[src/hw/rtl/sgk_pkg.sv]
// package for the scroll glide speed keep window block
// types, register indexes and constants shared by the divider and core
`timescale 1ns / 1ps
`default_nettype none

package sgk_pkg;

  localparam int unsigned DIV_W    = 48;   // dividend and quotient width
  localparam int unsigned DIV_NW   = 32;   // narrow dividend width
  localparam int unsigned DVSR_W   = 32;   // divisor width
  localparam int unsigned DIVCNT_W = 6;

  localparam logic [6:0]  KIN_RST   = 7'd12;
  localparam logic [15:0] WIN_RST   = 16'd1000;
  localparam logic [15:0] SGAP_RST  = 16'd400;
  localparam logic [15:0] FGAP_RST  = 16'd100;
  localparam logic [6:0]  NOTCH     = 7'd120;
  localparam logic [16:0] ONE_Q16   = 17'h10000;

  // slow fraction round(k*65536/120) for k below 120 is (k*SLOW_RECIP + 2^15) >> 16
  localparam logic [31:0] SLOW_RECIP = 32'd35791395;

  typedef enum logic [1:0] {
    CFG_KINETIC = 2'd0,
    CFG_WINDOW  = 2'd1,
    CFG_SLOWGAP = 2'd2,
    CFG_FASTGAP = 2'd3
  } cfg_idx_e;

  typedef enum logic {
    REQ_EVENT = 1'b0,
    REQ_TICK  = 1'b1
  } req_type_e;

  typedef struct packed {
    logic start;
    logic wide;   // 48 steps instead of 32
  } div_req_t;

  typedef struct packed {
    logic busy;
    logic done;
  } div_sts_t;

endpackage

`default_nettype wire

[src/hw/rtl/sgk_div.sv]
// shared restoring divider, one quotient bit per cycle, 32 or 48 steps
// depends on sgk_pkg
`timescale 1ns / 1ps
`default_nettype none

module sgk_div (
  input  wire logic                        clk_i,
  input  wire logic                        rst_ni,
  input  wire sgk_pkg::div_req_t           req_i,
  input  wire logic [sgk_pkg::DIV_W-1:0]   dividend_i,
  input  wire logic [sgk_pkg::DVSR_W-1:0]  divisor_i,
  output sgk_pkg::div_sts_t                sts_o,
  output logic [sgk_pkg::DIV_W-1:0]        quot_o
);
  import sgk_pkg::*;

  logic [DIV_W-1:0]    q_q, q_d;
  logic [DVSR_W-1:0]   r_q, r_d;
  logic [DVSR_W-1:0]   dvsr_q;
  logic [DIVCNT_W-1:0] cnt_q, cnt_d;
  logic                busy_q, busy_d, done_q, done_d;
  logic [DVSR_W:0]     r2;
  logic                ge;

  assign r2 = {r_q, q_q[DIV_W-1]};
  assign ge = r2 >= {1'b0, dvsr_q};

  always_comb begin
    q_d    = q_q;
    r_d    = r_q;
    cnt_d  = cnt_q;
    busy_d = busy_q;
    done_d = 1'b0;
    if (req_i.start) begin
      q_d    = req_i.wide ? dividend_i
                          : {dividend_i[DIV_NW-1:0], {(DIV_W-DIV_NW){1'b0}}};
      r_d    = '0;
      cnt_d  = req_i.wide ? DIVCNT_W'(DIV_W) : DIVCNT_W'(DIV_NW);
      busy_d = 1'b1;
    end else if (busy_q) begin
      r_d   = ge ? DVSR_W'(r2 - {1'b0, dvsr_q}) : r2[DVSR_W-1:0];
      q_d   = {q_q[DIV_W-2:0], ge};
      cnt_d = cnt_q - DIVCNT_W'(1);
      if (cnt_q == DIVCNT_W'(1)) begin
        busy_d = 1'b0;
        done_d = 1'b1;
      end
    end
  end

  always_ff @(posedge clk_i or negedge rst_ni) begin
    if (!rst_ni) begin
      busy_q <= 1'b0;
      done_q <= 1'b0;
      cnt_q  <= '0;
    end else begin
      busy_q <= busy_d;
      done_q <= done_d;
      cnt_q  <= cnt_d;
    end
  end

  always_ff @(posedge clk_i) begin
    q_q <= q_d;
    r_q <= r_d;
    if (req_i.start) dvsr_q <= divisor_i;
  end

  assign sts_o.busy = busy_q;
  assign sts_o.done = done_q;
  assign quot_o     = q_q;

endmodule

`default_nettype wire

[config.mk]
export PLATFORM = sky130hd
export DESIGN_NAME = sgk_div
export DESIGN_NICKNAME = d
export VERILOG_FILES = /design/src/hw/rtl/sgk_pkg.sv /design/src/hw/rtl/sgk_div.sv
export SDC_FILE = /design/constraint.sdc
export NUM_CORES = 1
export LEC_CHECK = 0
export BUFFER_PORTS_ARGS = -buffer_cell sky130_fd_sc_hd__buf_2
export CAP_MARGIN = 20
export CORE_MARGIN = 3
export CORE_UTILIZATION = 35
export DETAILED_ROUTE_END_ITERATION = 8
export PLACE_DENSITY = 0.6
export SLEW_MARGIN = 20
export SYNTH_ARGS = -nofsm -noshare
export SYNTH_HDL_FRONTEND = slang
export SYNTH_SLANG_ARGS = --single-unit
[constraint.sdc]
create_clock -name clk_i -period 3.3 [get_ports clk_i]
set_input_delay 0.33 -clock clk_i [delete_from_list [all_inputs] [get_ports clk_i]]
set_output_delay 0.33 -clock clk_i [all_outputs]
set_load 0.01 [all_outputs]
==> Word level (Yosys, flattened, before mapping) <==
Cells that the tools add are included.
Widths: inputs -> output; s select.
{ "classes": {"reduce_logical": 1, "n_eq_ne": 1, "n_mux": 13, "n_lt_le_gt_ge": 1, "add_sub_neg": 2} }
{ "ops": {"columns": ["cell", "count"], "rows": [
  ["$mux 48", 3],
  ["$ge 33x32->1", 1],
  ["$mux 32", 1],
  ["$sub 32x32->32", 1],
  ["$mux 6", 2],
  ["$eq 6x1->1 const B", 1],
  ["$mux 1", 6],
  ["$sub 6x1->6 const B", 1],
  ["$mux 5", 1],
  ["$reduce_bool 2->1", 1]
]} }
{ "word_totals": {"out_inout_bits": 50, "in_bits": 84, "ff_bits": 120} }

==> Logic depth before layout (Yosys ltp) <==
Gate-level depths: netlist of run 1.
{ "logic_depth": {"word_depth": 4, "mapped_depth": 14, "ltp_nobuf": 12} }

==> Least setup slack after synthesis of run 1 <==
No wires, ideal clock.
{ "synth_timing": {"kind": "flip-flop to flip-flop", "from": "register dvsr_q[27]", "to": "register r_q[14]", "synth_period_minus_slack_ns": 2.690, "required_ns": 3.173, "arrival_time_ns": 2.563, "path_slack_ns": 0.610, "setup_ns": 0.127, "stages_incl_launch_ff": 14, "n_path_buf": 2, "path_cell_list": "edfxtp_1 > inv_1 > ha_1 > buf_6 > and4_4 > and3_4 > and3_4 > and3_1 > a2111oi_0 > a21boi_2 > buf_6 > mux2_2 > mux2i_1 > nor2_1"} }
{ "synth_between": {"elab_chain_cells": 2} }
{ "synth_rtl": {"columns": ["item", "line_no", "text"], "rows": [
  ["start, declared", "sgk_div.sv:19", "logic [DVSR_W-1:0] dvsr_q;"],
  ["start signal, assigned", "sgk_div.sv:66", "if (req_i.start) dvsr_q <= divisor_i;"],
  ["$ge 33x32->1", "sgk_div.sv:26", "assign ge = r2 >= {1'b0, dvsr_q};"],
  ["$mux 32", "sgk_div.sv:41", "r_d = ge ? DVSR_W'(r2 - {1'b0, dvsr_q}) : r2[DVSR_W-1:0];"],
  ["end signal, assigned", "sgk_div.sv:65", "r_q <= r_d;"],
  ["end, declared", "sgk_div.sv:18", "logic [DVSR_W-1:0] r_q, r_d;"]
]} }
No other way between the ends.
A chain may end at the register's enable or synchronous reset.

==> Final worst setup path of run 1 <==
{ "layout_timing": {"from": "register q_q[47] (netlist: quot_o[47])", "to": "register r_q[28]"} }
{ "layout_between": {"elab_chain_cells": 2} }
{ "layout_rtl": {"columns": ["item", "line_no", "text"], "rows": [
  ["start, declared", "sgk_div.sv:17", "logic [DIV_W-1:0] q_q, q_d;"],
  ["start signal, assigned", "sgk_div.sv:64", "q_q <= q_d;"],
  ["$sub 32x32->32 / $ge 33x32->1 (equally long branches)", "sgk_div.sv:41, sgk_div.sv:26", null],
  ["$mux 32 *", "sgk_div.sv:41", null]
]} }
Mark *: on every way between the ends. The rest lies on a longest branch, timed or not.

==> parameters.txt, run 1 <==
Parameter                              Value

Yosys
  Leading cell type by number of instances after synthesis    sky130_fd_sc_hd__nor2_1
  Post-synthesis sequential element count    120
  Leading area contributor after synthesis    sky130_fd_sc_hd__edfxtp_1
  Number of nets in the synthesized netlist    approximately 850
  Number of enable flip-flop cells after synthesis    80
  Top cells by instance count after synthesis    95 x sky130_fd_sc_hd__nor2_1, 80 x sky130_fd_sc_hd__edfxtp_1, 69 x sky130_fd_sc_hd__a21oi_1
  Post-Syn Area per Cell    between 9 and 10 um2
  Gate count of the mapped netlist    732
  Top cells by area, synth    sky130_fd_sc_hd__edfxtp_1 34%, sky130_fd_sc_hd__dfxtp_1 9.1%, sky130_fd_sc_hd__mux2i_1 7.0%
  Most used flip-flop cell after synthesis    sky130_fd_sc_hd__edfxtp_1
  Part of the Yosys area used for sequential elements    between 40% and 50%
  Portion of synthesized cell area occupied by the leading cell type    34.2%
  Library cells used by synthesis    64
  Ys async rst share    under 10%
  Warnings from Yosys    0
  Post-Synthesis Cell Area    7030 um2

STA
  Final period util    between 90 and 100%
  Hold violation total from the final report    0
  Fmax    between 0.3 and 0.4 GHz
  Sum of negative setup slack    0 ns
  Number of pins with negative max-slew slack in the final report    0
  Final worst path period need    slightly above 3 ns
  Number of endpoints failing setup at the final stage    0
  Transition time of the tightest slew-check pin    0.663 ns
  Skew final    slightly below 0.01 ns
  Least setup slack across all paths after layout    ~0.26 ns
  Normalized max-slew margin    55.8%
  Unrepaired setup endpoints after global routing    no

Setup path
  CP startpoint kind    flip-flop
  Worst Setup End Kind    flip-flop
  Slowest-stage cell, CP    sky130_fd_sc_hd__edfxtp_1
  Family with the most delay on the worst path    compound AO/OA/AOI/OAI gates
  Kind of critical path    flip-flop to flip-flop
  Largest stage delay, worst path    between 0.4 and 0.5 ns
  Total buffers and inverters traversed by the critical path    1
  Arr. time, crit path    between 3 and 4 ns
  Worst Path Required    between 3 and 4 ns
  Max FO, Critical Path    3
  Crit path cell chain    inv_1, ha_1, fa_1, nor2b_1, o21bai_1, nand3_1, a31oi_2, o21ai_0, a41oi_1, nand3b_1, mux2_2, a31oi_1

Drt
  Drc violations    0
  Total wire length after detailed routing    17.0 mm
  Vias per std cell    4.94
  Number of iterations in the first detailed-routing pass    5
  Final antenna-violating net count    0
  Routed vias    between 5k and 6k
  Wire length per cell after detailed routing    between 10 and 15 um
  DRC marker count from the first detailed-route iteration    between 200 and 300

Place
  Final weighted congestion in routability-driven placement    ~0.80
  Worst setup slack before clock tree synthesis    0.0584 ns
  Post-detailed-placement half-perimeter wirelength    approximately 12 mm
  Port buffer count    133

Clocking
  Number of buffers added by the clock tree synthesis step    17
  Max Buffers Root-to-Sink    2
  Level count of the clock H-tree    4
  Reg clk slew, reported paths    around 0.06 ns
  CTS Root Cell    sky130_fd_sc_hd__clkbuf_16
  Total clock sinks    120
  Clock latency at the later pin of the worst-skew pair    about 0.42 ns
  TritonCTS clock tree    done

Global route
  Overall Global Routing Usage    roughly 16%
  Number of antenna violations at the first check in global routing    0
  Wire length of the first global-routing pass    between 20 and 30 mm
  Pin count of the biggest net entering global routing    71
  Aggregate global routing overflow    0
  Via count of the first global-routing pass    roughly 5.5k

Layout
  Fill count    1,907
  Ant diodes    0
  Post-layout nets    just under 1k
  Fraction of final layout cells sized beyond drive strength 1    23.1%
  Area added between synthesis and finish    21.7%

Flow run
  Maxcap violations    0

Power and ir drop
  Maximum resistive drop on vdd    ~0.35 mV
  Power density relative to cell area    roughly 740 nW/um2
  Reported leakage power    roughly 0.0038 uW

Die
  Ports    ~130
  Initial Util    a little over a third
  Row count    51
  Core Region    19,600 um2
  Die outline area    about 22,000 um2
  Die extent in y    roughly 150 um
  Overall die width    about 150 um

Run status
  Run status    completed

Worst hold path
  Hold crit path type    input pin to flip-flop
-- routing by layer --
layer | GRT usage (%) | share of wire, % | up-vias
li1 | - | - | 2880
met2 | 25.2 | 48 | 99
met4 | 4.94 | 1.3 | 0
met1 | 20.4 | 47 | 2613
met3 | 4.20 | 3.8 | 13
met5 | 0 | 0 | -
-- worst paths after layout --
check | startpoint | to | slack, ns | cells past startpoint
hold / removal | divisor_i[15] | dvsr_q[15]$_DFFE_PP_ | 0.08 | 1
min in group asynchronous | rst_ni | cnt_q[5]$_DFFE_PN0P_ | 0.28 | 2
setup reg to reg | quot_o[47]$_DFFE_PP_ | r_q[28]$_SDFFE_PP0P_ | 0.26 | 12
hold reg to reg | r_q[26]$_SDFFE_PP0P_ | r_q[26]$_SDFFE_PP0P_ | 0.50 | 2
setup / recovery | quot_o[47]$_DFFE_PP_ | r_q[28]$_SDFFE_PP0P_ | 0.26 | 12
max in group asynchronous | rst_ni | busy_q$_DFF_PN0_ | 2.83 | 2
-- cell usage in the layout, fill, tap and decap left out, types with 4 or more instances in the layout --
| master | instances |
|---|---|
| sky130_fd_sc_hd__o21a_1 | 4 |
| sky130_fd_sc_hd__mux2_2 | 4 |
| sky130_fd_sc_hd__a31oi_1 | 5 |
| sky130_fd_sc_hd__dfxtp_1 | 32 |
| sky130_fd_sc_hd__clkbuf_16 | 17 |
| sky130_fd_sc_hd__nand3_1 | 10 |
| sky130_fd_sc_hd__clkinvlp_4 | 4 |
| sky130_fd_sc_hd__xor2_1 | 9 |
| sky130_fd_sc_hd__buf_4 | 16 |
| sky130_fd_sc_hd__a21o_1 | 13 |
| sky130_fd_sc_hd__and3_1 | 8 |
| sky130_fd_sc_hd__nor3_1 | 9 |
| sky130_fd_sc_hd__o21ai_0 | 43 |
| sky130_fd_sc_hd__xnor2_1 | 16 |
| sky130_fd_sc_hd__o21bai_1 | 5 |
| sky130_fd_sc_hd__nor2b_1 | 8 |
| sky130_fd_sc_hd__nor2_1 | 95 |
| sky130_fd_sc_hd__buf_2 | 132 |
| sky130_fd_sc_hd__nand2_1 | 39 |
| sky130_fd_sc_hd__mux2i_1 | 49 |
| sky130_fd_sc_hd__nand2b_1 | 5 |
| sky130_fd_sc_hd__a21oi_1 | 69 |
| sky130_fd_sc_hd__edfxtp_1 | 80 |
| sky130_fd_sc_hd__inv_8 | 4 |
| sky130_fd_sc_hd__nand4_1 | 4 |
| sky130_fd_sc_hd__dfrtp_1 | 7 |
| sky130_fd_sc_hd__ha_1 | 34 |
| sky130_fd_sc_hd__a211oi_1 | 29 |
| sky130_fd_sc_hd__inv_1 | 56 |
| sky130_fd_sc_hd__inv_6 | 6 |
-- where the power goes --
part | leakage [uW] | switching (uW) | internal [uW]
sequential | 0.00118 | 190 | 1900
combinational | 0.00237 | 1350 | 1090
clock | 0.000275 | 805 | 1000
-- sequential cells by signal (all words and copies together) (netlist names) --
name and cells:
busy_q 1, r_q 32, dvsr_q 32, quot_o 48
cnt_q 6, done_q 1
-- cell families after synthesis --
kind of cell    after synthesis  share of synthesized area, %
compound gates              198                          17.5
xor+xnor                     25                          3.12
fa+ha+maj                    35                          6.34
buf+inv                     103                          6.20
flops                       120                          46.2
mux                          53                          7.62
simple gates                198                          13.1
-- worst register-to-register path: cells and delay by family (launching register included) --
family                   cells  cell delay (ns)
multiplexers                 1             0.30
buffers and inverters        1             0.07
AO/OA/AOI/OAI                5             0.95
AND/OR/NAND/NOR              3             0.61
adder cells (fa/ha/maj)      2             0.62
flip-flops                   1             0.43
-- stage by stage --
step                total power (uW)  instances  area [um2]  hold slack, ns  utilization [%]
global placement                4440       1096        7910           0.187             40.4
finish                          6330       1134        8550          0.0781             43.7
global route                    6780       1134        8550          0.0516             43.7
detailed placement              4450       1096        7910           0.188             40.4
CTS                             6300       1129        8500          0.0575             43.4
floorplan                       3900        732        7030          0.0344                -
-- final cells by class --
class / instances / area (um2) / share of cell area (%)
inverter: 58 / 221 / 2.59
clock inverter: 15 / 153 / 1.78
sequential: 120 / 3240 / 37.9
timing repair buffer: 150 / 811 / 9.48
tap: 265 / 332 / 3.88
clock buffer: 17 / 425 / 4.97
multi-input combinational: 509 / 3370 / 39.4
-- what timing repair did --
action	in CTS	in global routing
setup buffers	0	5
setup endpoints to repair	0	14
hold buffers	1	0
endpoints found under the hold margin	8	0
gates resized for setup	0	3
(Power assumes the default switching activity.)
==> inputs of run 2 (changes only) <==
clock period = 3.8 ns   (was 3.3 ns; I/O delays follow)
==> run 2 against run 1 <==
  * Cell count shrank 0.71%
  * Final area fell by 1.0%
  * Fmax decreased by 7.9%
  * Utilization fell by 0.44 points
  * Global-route usage is 0.19 points lower
==> parameters.txt, run 2 (same netlist as run 1, synthesis figures left out) <==
Parameter                              Value

Run status
  Run status    completed (unchanged)

Power and ir drop
  Reported leakage power    0.00378 uW (was 0.00382 uW)
  Post-layout power    5420 uW (was 6330 uW)
  Power density relative to cell area    640 nW/um2 (was 740 nW/um2)
  Maximum resistive drop on vdd    0.359 mV (was 0.346 mV)

Flow run
  Maxcap violations    0 (unchanged)

Clocking
  Max Buffers Root-to-Sink    2 (unchanged)
  CTS Root Cell    sky130_fd_sc_hd__clkbuf_16 (unchanged)
  TritonCTS clock tree    done (unchanged)
  Number of buffers inserted by hold repair at cts    1 (unchanged)
  Number of buffers added by the clock tree synthesis step    17 (unchanged)
  Total clock sinks    120 (unchanged)
  Post-CTS resize count    0 (unchanged)
  Level count of the clock H-tree    4 (unchanged)
  Reg clk slew, reported paths    0.06 ns (about the same)
  Clock latency at the later pin of the worst-skew pair    0.43 ns (was 0.42 ns)
  Post-CTS Repair Setup Buffers    0 (unchanged)

Layout
  Area added between synthesis and finish    20.5% (was 21.7%)
  Post-layout nets    967 (was 975)
  Most common library cell in the layout ignoring fill and taps    sky130_fd_sc_hd__buf_2 (unchanged)
  Sequential cell area    3240 um2 (unchanged)
  Ant diodes    0 (unchanged)
  Area of the multi-input gates    3360 um2 (was 3370 um2)
  Fraction of final layout cells sized beyond drive strength 1    22.1% (was 23.1%)
  Commonest cells after routing, fill and taps aside    132 x sky130_fd_sc_hd__buf_2, 95 x sky130_fd_sc_hd__nor2_1, 80 x sky130_fd_sc_hd__edfxtp_1 (unchanged)
  Max reg flops    48 (unchanged)
  Fill count    1,924 (was 1,907)

Drt
  Vias per std cell    4.94 (about the same)
  Number of iterations in the first detailed-routing pass    6 (was 5)
  DRC marker count from the first detailed-route iteration    256 (was 288)
  Routed vias    5,566 (was 5,605)
  Total wire length after detailed routing    17.0 mm (about the same)
  Wire length per cell after detailed routing    15.1 um (was 15.0 um)
  Drc violations    0 (unchanged)
  Final antenna-violating net count    0 (unchanged)

Die
  Initial Util    35.9% (unchanged)
  Ports    134 (unchanged)
  Row count    51 (unchanged)
  Die extent in y    148 um (unchanged)
  Core Region    19,600 um2 (unchanged)
  Overall die width    148 um (unchanged)
  Die outline area    21,800 um2 (unchanged)

Place
  Port buffer count    133 (unchanged)
  Post-detailed-placement half-perimeter wirelength    11.7 mm (was 11.9 mm)
  Final weighted congestion in routability-driven placement    0.842 (was 0.802)

STA
  Normalized max-slew margin    55.2% (was 55.8%)
  Sum of negative setup slack    0 ns (unchanged)
  Number of pins with negative max-slew slack in the final report    0 (unchanged)
  Number of endpoints failing setup at the final stage    0 (unchanged)
  Transition time of the tightest slew-check pin    0.672 ns (was 0.663 ns)
  Skew final    0.00996 ns (was 0.00961 ns)
  Hold violation total from the final report    0 (unchanged)
  Final worst path period need    3.30 ns (was 3.04 ns)
  Final period util    86.8% (was 92.0%)
  Fmax    0.303 GHz (was 0.329 GHz)
  Unrepaired setup endpoints after global routing    no (unchanged)

Global route
  Global routing met1 resource utilization    20.0% (was 20.4%)
  Grt met3 use    3.77% (was 4.20%)
  Aggregate global routing overflow    0 (unchanged)
  Busiest layer in global routing    met2 (unchanged)
  Number of antenna violations at the first check in global routing    0 (unchanged)
  Pin count of the biggest net entering global routing    67 (was 71)
  GRT met2 Usage    25.6% (was 25.2%)
  Overall Global Routing Usage    15.4% (was 15.6%)
  Via count of the first global-routing pass    5,395 (was 5,502)
  Wire length of the first global-routing pass    27.1 mm (was 27.5 mm)

Setup path
  Worst Setup End Kind    flip-flop (unchanged)
  Max FO, Critical Path    13 (was 3)
  Largest stage delay, worst path    0.48 ns (was 0.43 ns)
  Crit path cell chain    inv_1, ha_1, and4_4, and3_4, and3_4, and3_1, a2111oi_0, a21boi_4, inv_1, mux2i_1, a211oi_1 (was inv_1, ha_1, fa_1, nor2b_1, o21bai_1, nand3_1, a31oi_2, o21ai_0, a41oi_1, nand3b_1, mux2_2, a31oi_1)
  Arr. time, crit path    3.63 ns (was 3.38 ns)
  Slowest-stage cell, CP    sky130_fd_sc_hd__a21boi_4 (was sky130_fd_sc_hd__edfxtp_1)
  Worst Path Required    4.13 ns (was 3.65 ns)
  Kind of critical path    flip-flop to flip-flop (unchanged)
  CP startpoint kind    flip-flop (unchanged)

Worst hold path
  Hold crit path type    input pin to flip-flop (unchanged)
## run 2: cell types whose count changed in the layout (fill, tap and decap cells not counted), sizes merged
cell  delta
buf      -8
## run 2: per-layer routing
metal / vias to the layer above / share of wire, %
li1: 2862 / -
met1: 2620 / 47
met2: 70 / 49
met3: 14 / 3.5
met4: 0 / 1.0
met5: - / 0
## run 2: final timing paths
path | startpoint | to | slack [ns] | cells after the start
setup / recovery | dvsr_q[27]$_DFFE_PP_ | r_q[20]$_SDFFE_PP0P_ | 0.50 | 11
hold / removal | divisor_i[31] | dvsr_q[31]$_DFFE_PP_ | 0.12 | 1
setup reg to reg | dvsr_q[27]$_DFFE_PP_ | r_q[20]$_SDFFE_PP0P_ | 0.50 | 11
hold reg to reg | r_q[31]$_SDFFE_PP0P_ | r_q[31]$_SDFFE_PP0P_ | 0.48 | 2
max in group asynchronous | rst_ni | busy_q$_DFF_PN0_ | 3.28 | 2
min in group asynchronous | rst_ni | cnt_q[4]$_DFFE_PN0P_ | 0.33 | 2
## run 2: layout make-up
type	instances	area share (%)
sequential	120	38.3
inverter	58	2.57
multi-input combinational	509	39.6
clock buffer	17	5.02
timing repair buffer	142	8.72
clock inverter	15	1.82
tap	265	3.92
## run 2: worst max-delay path: cells and delay by family, from the launching register on
kind | cells | cell delay [ns]
muxes | 1 | 0.21
adders and majority gates | 1 | 0.37
AOI/OAI and AO/OA | 3 | 1.12
and+or+nand+nor | 4 | 0.71
buffers and inverters | 2 | 0.46
DFF | 1 | 0.32
## run 2: stage by stage
stage               worst slack [ns]  hold slack (ns)  std cells  cell area, um2  util (%)
finish                         0.502            0.125       1126            8470      43.2
global route                   0.320            0.107       1126            8470      43.2
CTS                            0.508            0.103       1126            8470      43.2
detailed placement             0.534            0.238       1093            7880      40.2
global placement               0.629            0.239       1093            7880      40.2
floorplan                       1.11           0.0844        732            7030         -
## run 2: report_power, final
group          total, uW  switching [uW]  internal, uW
logic               2020            1130           886
registers           1810             166          1650
clock network       1580             712           873
total               5420            2010          3410
==> inputs of run 3 (changes only) <==
REMOVE_ABC_BUFFERS = 1   (was not set)
==> run 3 against run 2 <==
  * Hold slack improved by 0.014 ns
  * Clock power increased by 9%
  * Sequential share of layout area decreased by 0.25 points
  * Critical path type unchanged
==> parameters.txt, run 3 (same netlist as run 1, synthesis figures left out) <==
Parameter                              Value

Global route
  Number of antenna violations at the first check in global routing    0 (unchanged)
  Via count of the first global-routing pass    5,543 (was 5,395)
  Aggregate global routing overflow    0 (unchanged)
  GRT met2 Usage    25.4% (was 25.6%)
  Wire length of the first global-routing pass    28.0 mm (was 27.1 mm)
  Busiest layer in global routing    met2 (unchanged)
  Pin count of the biggest net entering global routing    77 (was 67)
  Grt met3 use    6.07% (was 3.77%)
  Global routing met1 resource utilization    20.5% (was 20.0%)
  Overall Global Routing Usage    16.0% (was 15.4%)

Drt
  Drc violations    0 (unchanged)
  Total wire length after detailed routing    17.1 mm (was 17.0 mm)
  Wire length per cell after detailed routing    15.2 um (was 15.1 um)
  Number of iterations in the first detailed-routing pass    4 (was 6)
  DRC marker count from the first detailed-route iteration    281 (was 256)
  Routed vias    5,618 (was 5,566)
  Vias per std cell    4.99 (was 4.94)
  Final antenna-violating net count    0 (unchanged)

Die
  Overall die width    148 um (unchanged)
  Initial Util    35.9% (unchanged)
  Die outline area    21,800 um2 (unchanged)
  Row count    51 (unchanged)
  Core Region    19,600 um2 (unchanged)
  Die extent in y    148 um (unchanged)
  Ports    134 (unchanged)

Clocking
  CTS Root Cell    sky130_fd_sc_hd__clkbuf_16 (unchanged)
  Reg clk slew, reported paths    0.06 ns (about the same)
  Post-CTS resize count    0 (unchanged)
  Max Buffers Root-to-Sink    2 (unchanged)
  TritonCTS clock tree    done (unchanged)
  Level count of the clock H-tree    4 (unchanged)
  Clock latency at the later pin of the worst-skew pair    0.42 ns (was 0.43 ns)
  Post-CTS Repair Setup Buffers    0 (unchanged)
  Number of buffers added by the clock tree synthesis step    17 (unchanged)
  Total clock sinks    120 (unchanged)

STA
  Sum of negative setup slack    0 ns (unchanged)
  Least setup slack across all paths after layout    0.628 ns (was 0.502 ns)
  Hold violation total from the final report    0 (unchanged)
  Unrepaired setup endpoints after global routing    no (unchanged)
  Worst hold slack across all endpoints    0.139 ns (was 0.125 ns)
  Skew final    0.0126 ns (was 0.00996 ns)
  Final period util    83.5% (was 86.8%)
  Fmax    0.315 GHz (was 0.303 GHz)
  Transition time of the tightest slew-check pin    0.731 ns (was 0.672 ns)
  Final worst path period need    3.17 ns (was 3.30 ns)
  Number of endpoints failing setup at the final stage    0 (unchanged)
  Normalized max-slew margin    51.3% (was 55.2%)
  Number of pins with negative max-slew slack in the final report    0 (unchanged)

Power and ir drop
  Logic gate share of total power    36.2% (was 37.3%)
  Post-layout power    5540 uW (was 5420 uW)
  Net switching fraction of the power    34.2% (was 37.1%)
  Maximum resistive drop on vdd    0.290 mV (was 0.359 mV)
  Reported leakage power    0.00381 uW (was 0.00378 uW)
  Int Power    3650 uW (was 3410 uW)
  Register share of total power    32.8% (was 33.5%)
  Clock power share    31.0% (was 29.2%)
  Net Switching    1900 uW (was 2010 uW)
  Power density relative to cell area    650 nW/um2 (was 640 nW/um2)

Worst hold path
  Hold crit path type    input pin to flip-flop (unchanged)

Setup path
  Arr. time, crit path    3.51 ns (was 3.63 ns)
  Kind of critical path    flip-flop to flip-flop (unchanged)
  CP startpoint kind    flip-flop (unchanged)
  Worst setup slack for register-to-register paths    0.63 ns (was 0.50 ns)
  Max FO, Critical Path    25 (was 13)
  Worst Path Required    4.14 ns (was 4.13 ns)
  Worst Setup End Kind    flip-flop (unchanged)

Place
  Port buffer count    133 (unchanged)
  Worst setup slack before clock tree synthesis    0.631 ns (was 0.534 ns)
  Final weighted congestion in routability-driven placement    0.835 (was 0.842)
  Post-detailed-placement half-perimeter wirelength    12.3 mm (was 11.7 mm)

Layout
  Ant diodes    0 (unchanged)
  Commonest cells after routing, fill and taps aside    132 x sky130_fd_sc_hd__buf_2, 95 x sky130_fd_sc_hd__nor2_1, 80 x sky130_fd_sc_hd__edfxtp_1 (unchanged)
  Post-layout nets    967 (unchanged)
  Area added between synthesis and finish    21.3% (was 20.5%)
  Max reg flops    48 (unchanged)
  Fill count    1,963 (was 1,924)
  Fraction of final layout cells sized beyond drive strength 1    21.7% (was 22.1%)
  Finished Core Util    43.5% (was 43.2%)
  Most common library cell in the layout ignoring fill and taps    sky130_fd_sc_hd__buf_2 (unchanged)

Run status
  Run status    completed (unchanged)

Flow run
  Maxcap violations    0 (unchanged)
## run 3: cell count changes in the layout (fill, tap and decap cells not counted), sizes merged
| cell | before | now |
|---|---|---|
| clkinv | 2 | 3 |
| clkbuf | 17 | 21 |
| inv | 67 | 60 |
| bufinv | 0 | 4 |
| clkinvlp | 4 | 2 |
## run 3: power groups by stage
stage / combinational [uW] / clock (uW) / sequential (uW)
after global placement: 2000 / 0 / 1840
after floorplan: 1460 / 0 / 1830
after detailed placement: 2000 / 0 / 1840
final: 2000 / 1720 / 1820
after CTS: 2010 / 1770 / 1820
after global routing: 2260 / 1820 / 1850
## run 3: worst paths after layout
kind	depth (start not counted)	from	endpoint
max in group asynchronous	2	rst_ni	busy_q$_DFF_PN0_
max	12	dvsr_q[27]$_DFFE_PP_	r_q[28]$_SDFFE_PP0P_
min reg2reg	2	r_q[31]$_SDFFE_PP0P_	r_q[31]$_SDFFE_PP0P_
max reg2reg	12	dvsr_q[27]$_DFFE_PP_	r_q[28]$_SDFFE_PP0P_
min	1	divisor_i[0]	dvsr_q[0]$_DFFE_PP_
min in group asynchronous	2	rst_ni	cnt_q[5]$_DFFE_PN0P_
## run 3: final cells by class
| type | count | area (um2) | share of cell area [%] |
|---|---|---|---|
| Multi-Input combinational cell | 509 | 3360 | 39.4 |
| Sequential cell | 120 | 3240 | 38.1 |
| Timing Repair Buffer | 142 | 751 | 8.81 |
| Clock buffer | 21 | 450 | 5.29 |
| Tap cell | 265 | 332 | 3.89 |
| Inverter | 58 | 218 | 2.55 |
| Clock inverter | 11 | 171 | 2.01 |
## run 3: worst max-delay path, stage by stage, from the launching register on
cell                        delay, ns
sky130_fd_sc_hd__edfxtp_1        0.33
sky130_fd_sc_hd__inv_1           0.04
sky130_fd_sc_hd__ha_1            0.39
sky130_fd_sc_hd__and4_4          0.24
sky130_fd_sc_hd__and3_4          0.19
sky130_fd_sc_hd__and3_4          0.18
sky130_fd_sc_hd__and3_1          0.13
sky130_fd_sc_hd__a2111oi_0       0.41
sky130_fd_sc_hd__a21boi_4        0.31
sky130_fd_sc_hd__buf_4           0.33
sky130_fd_sc_hd__mux2i_1         0.13
sky130_fd_sc_hd__a211o_1         0.29
sky130_fd_sc_hd__a31oi_1         0.12
## run 3: layer usage
metal / wire length, um / part of all wire (%)
met1: 7780 / 46
met2: 7820 / 46
met3: 1270 / 7.5
met4: 206 / 1.2
met5: 0 / 0
## run 3: metrics by stage
stage / std cells / instance area (um2)
after floorplan: 687 / 6810
after global placement: 1092 / 7870
after detailed placement: 1092 / 7870
after CTS: 1125 / 8500
after global routing: 1126 / 8520
final: 1126 / 8520
## run 3: what timing repair did
| action | CTS | global route |
|---|---|---|
| endpoints found under the setup margin | 0 | 0 |
| endpoints found under the hold margin | 8 | 0 |
| hold buffers | 1 | 0 |
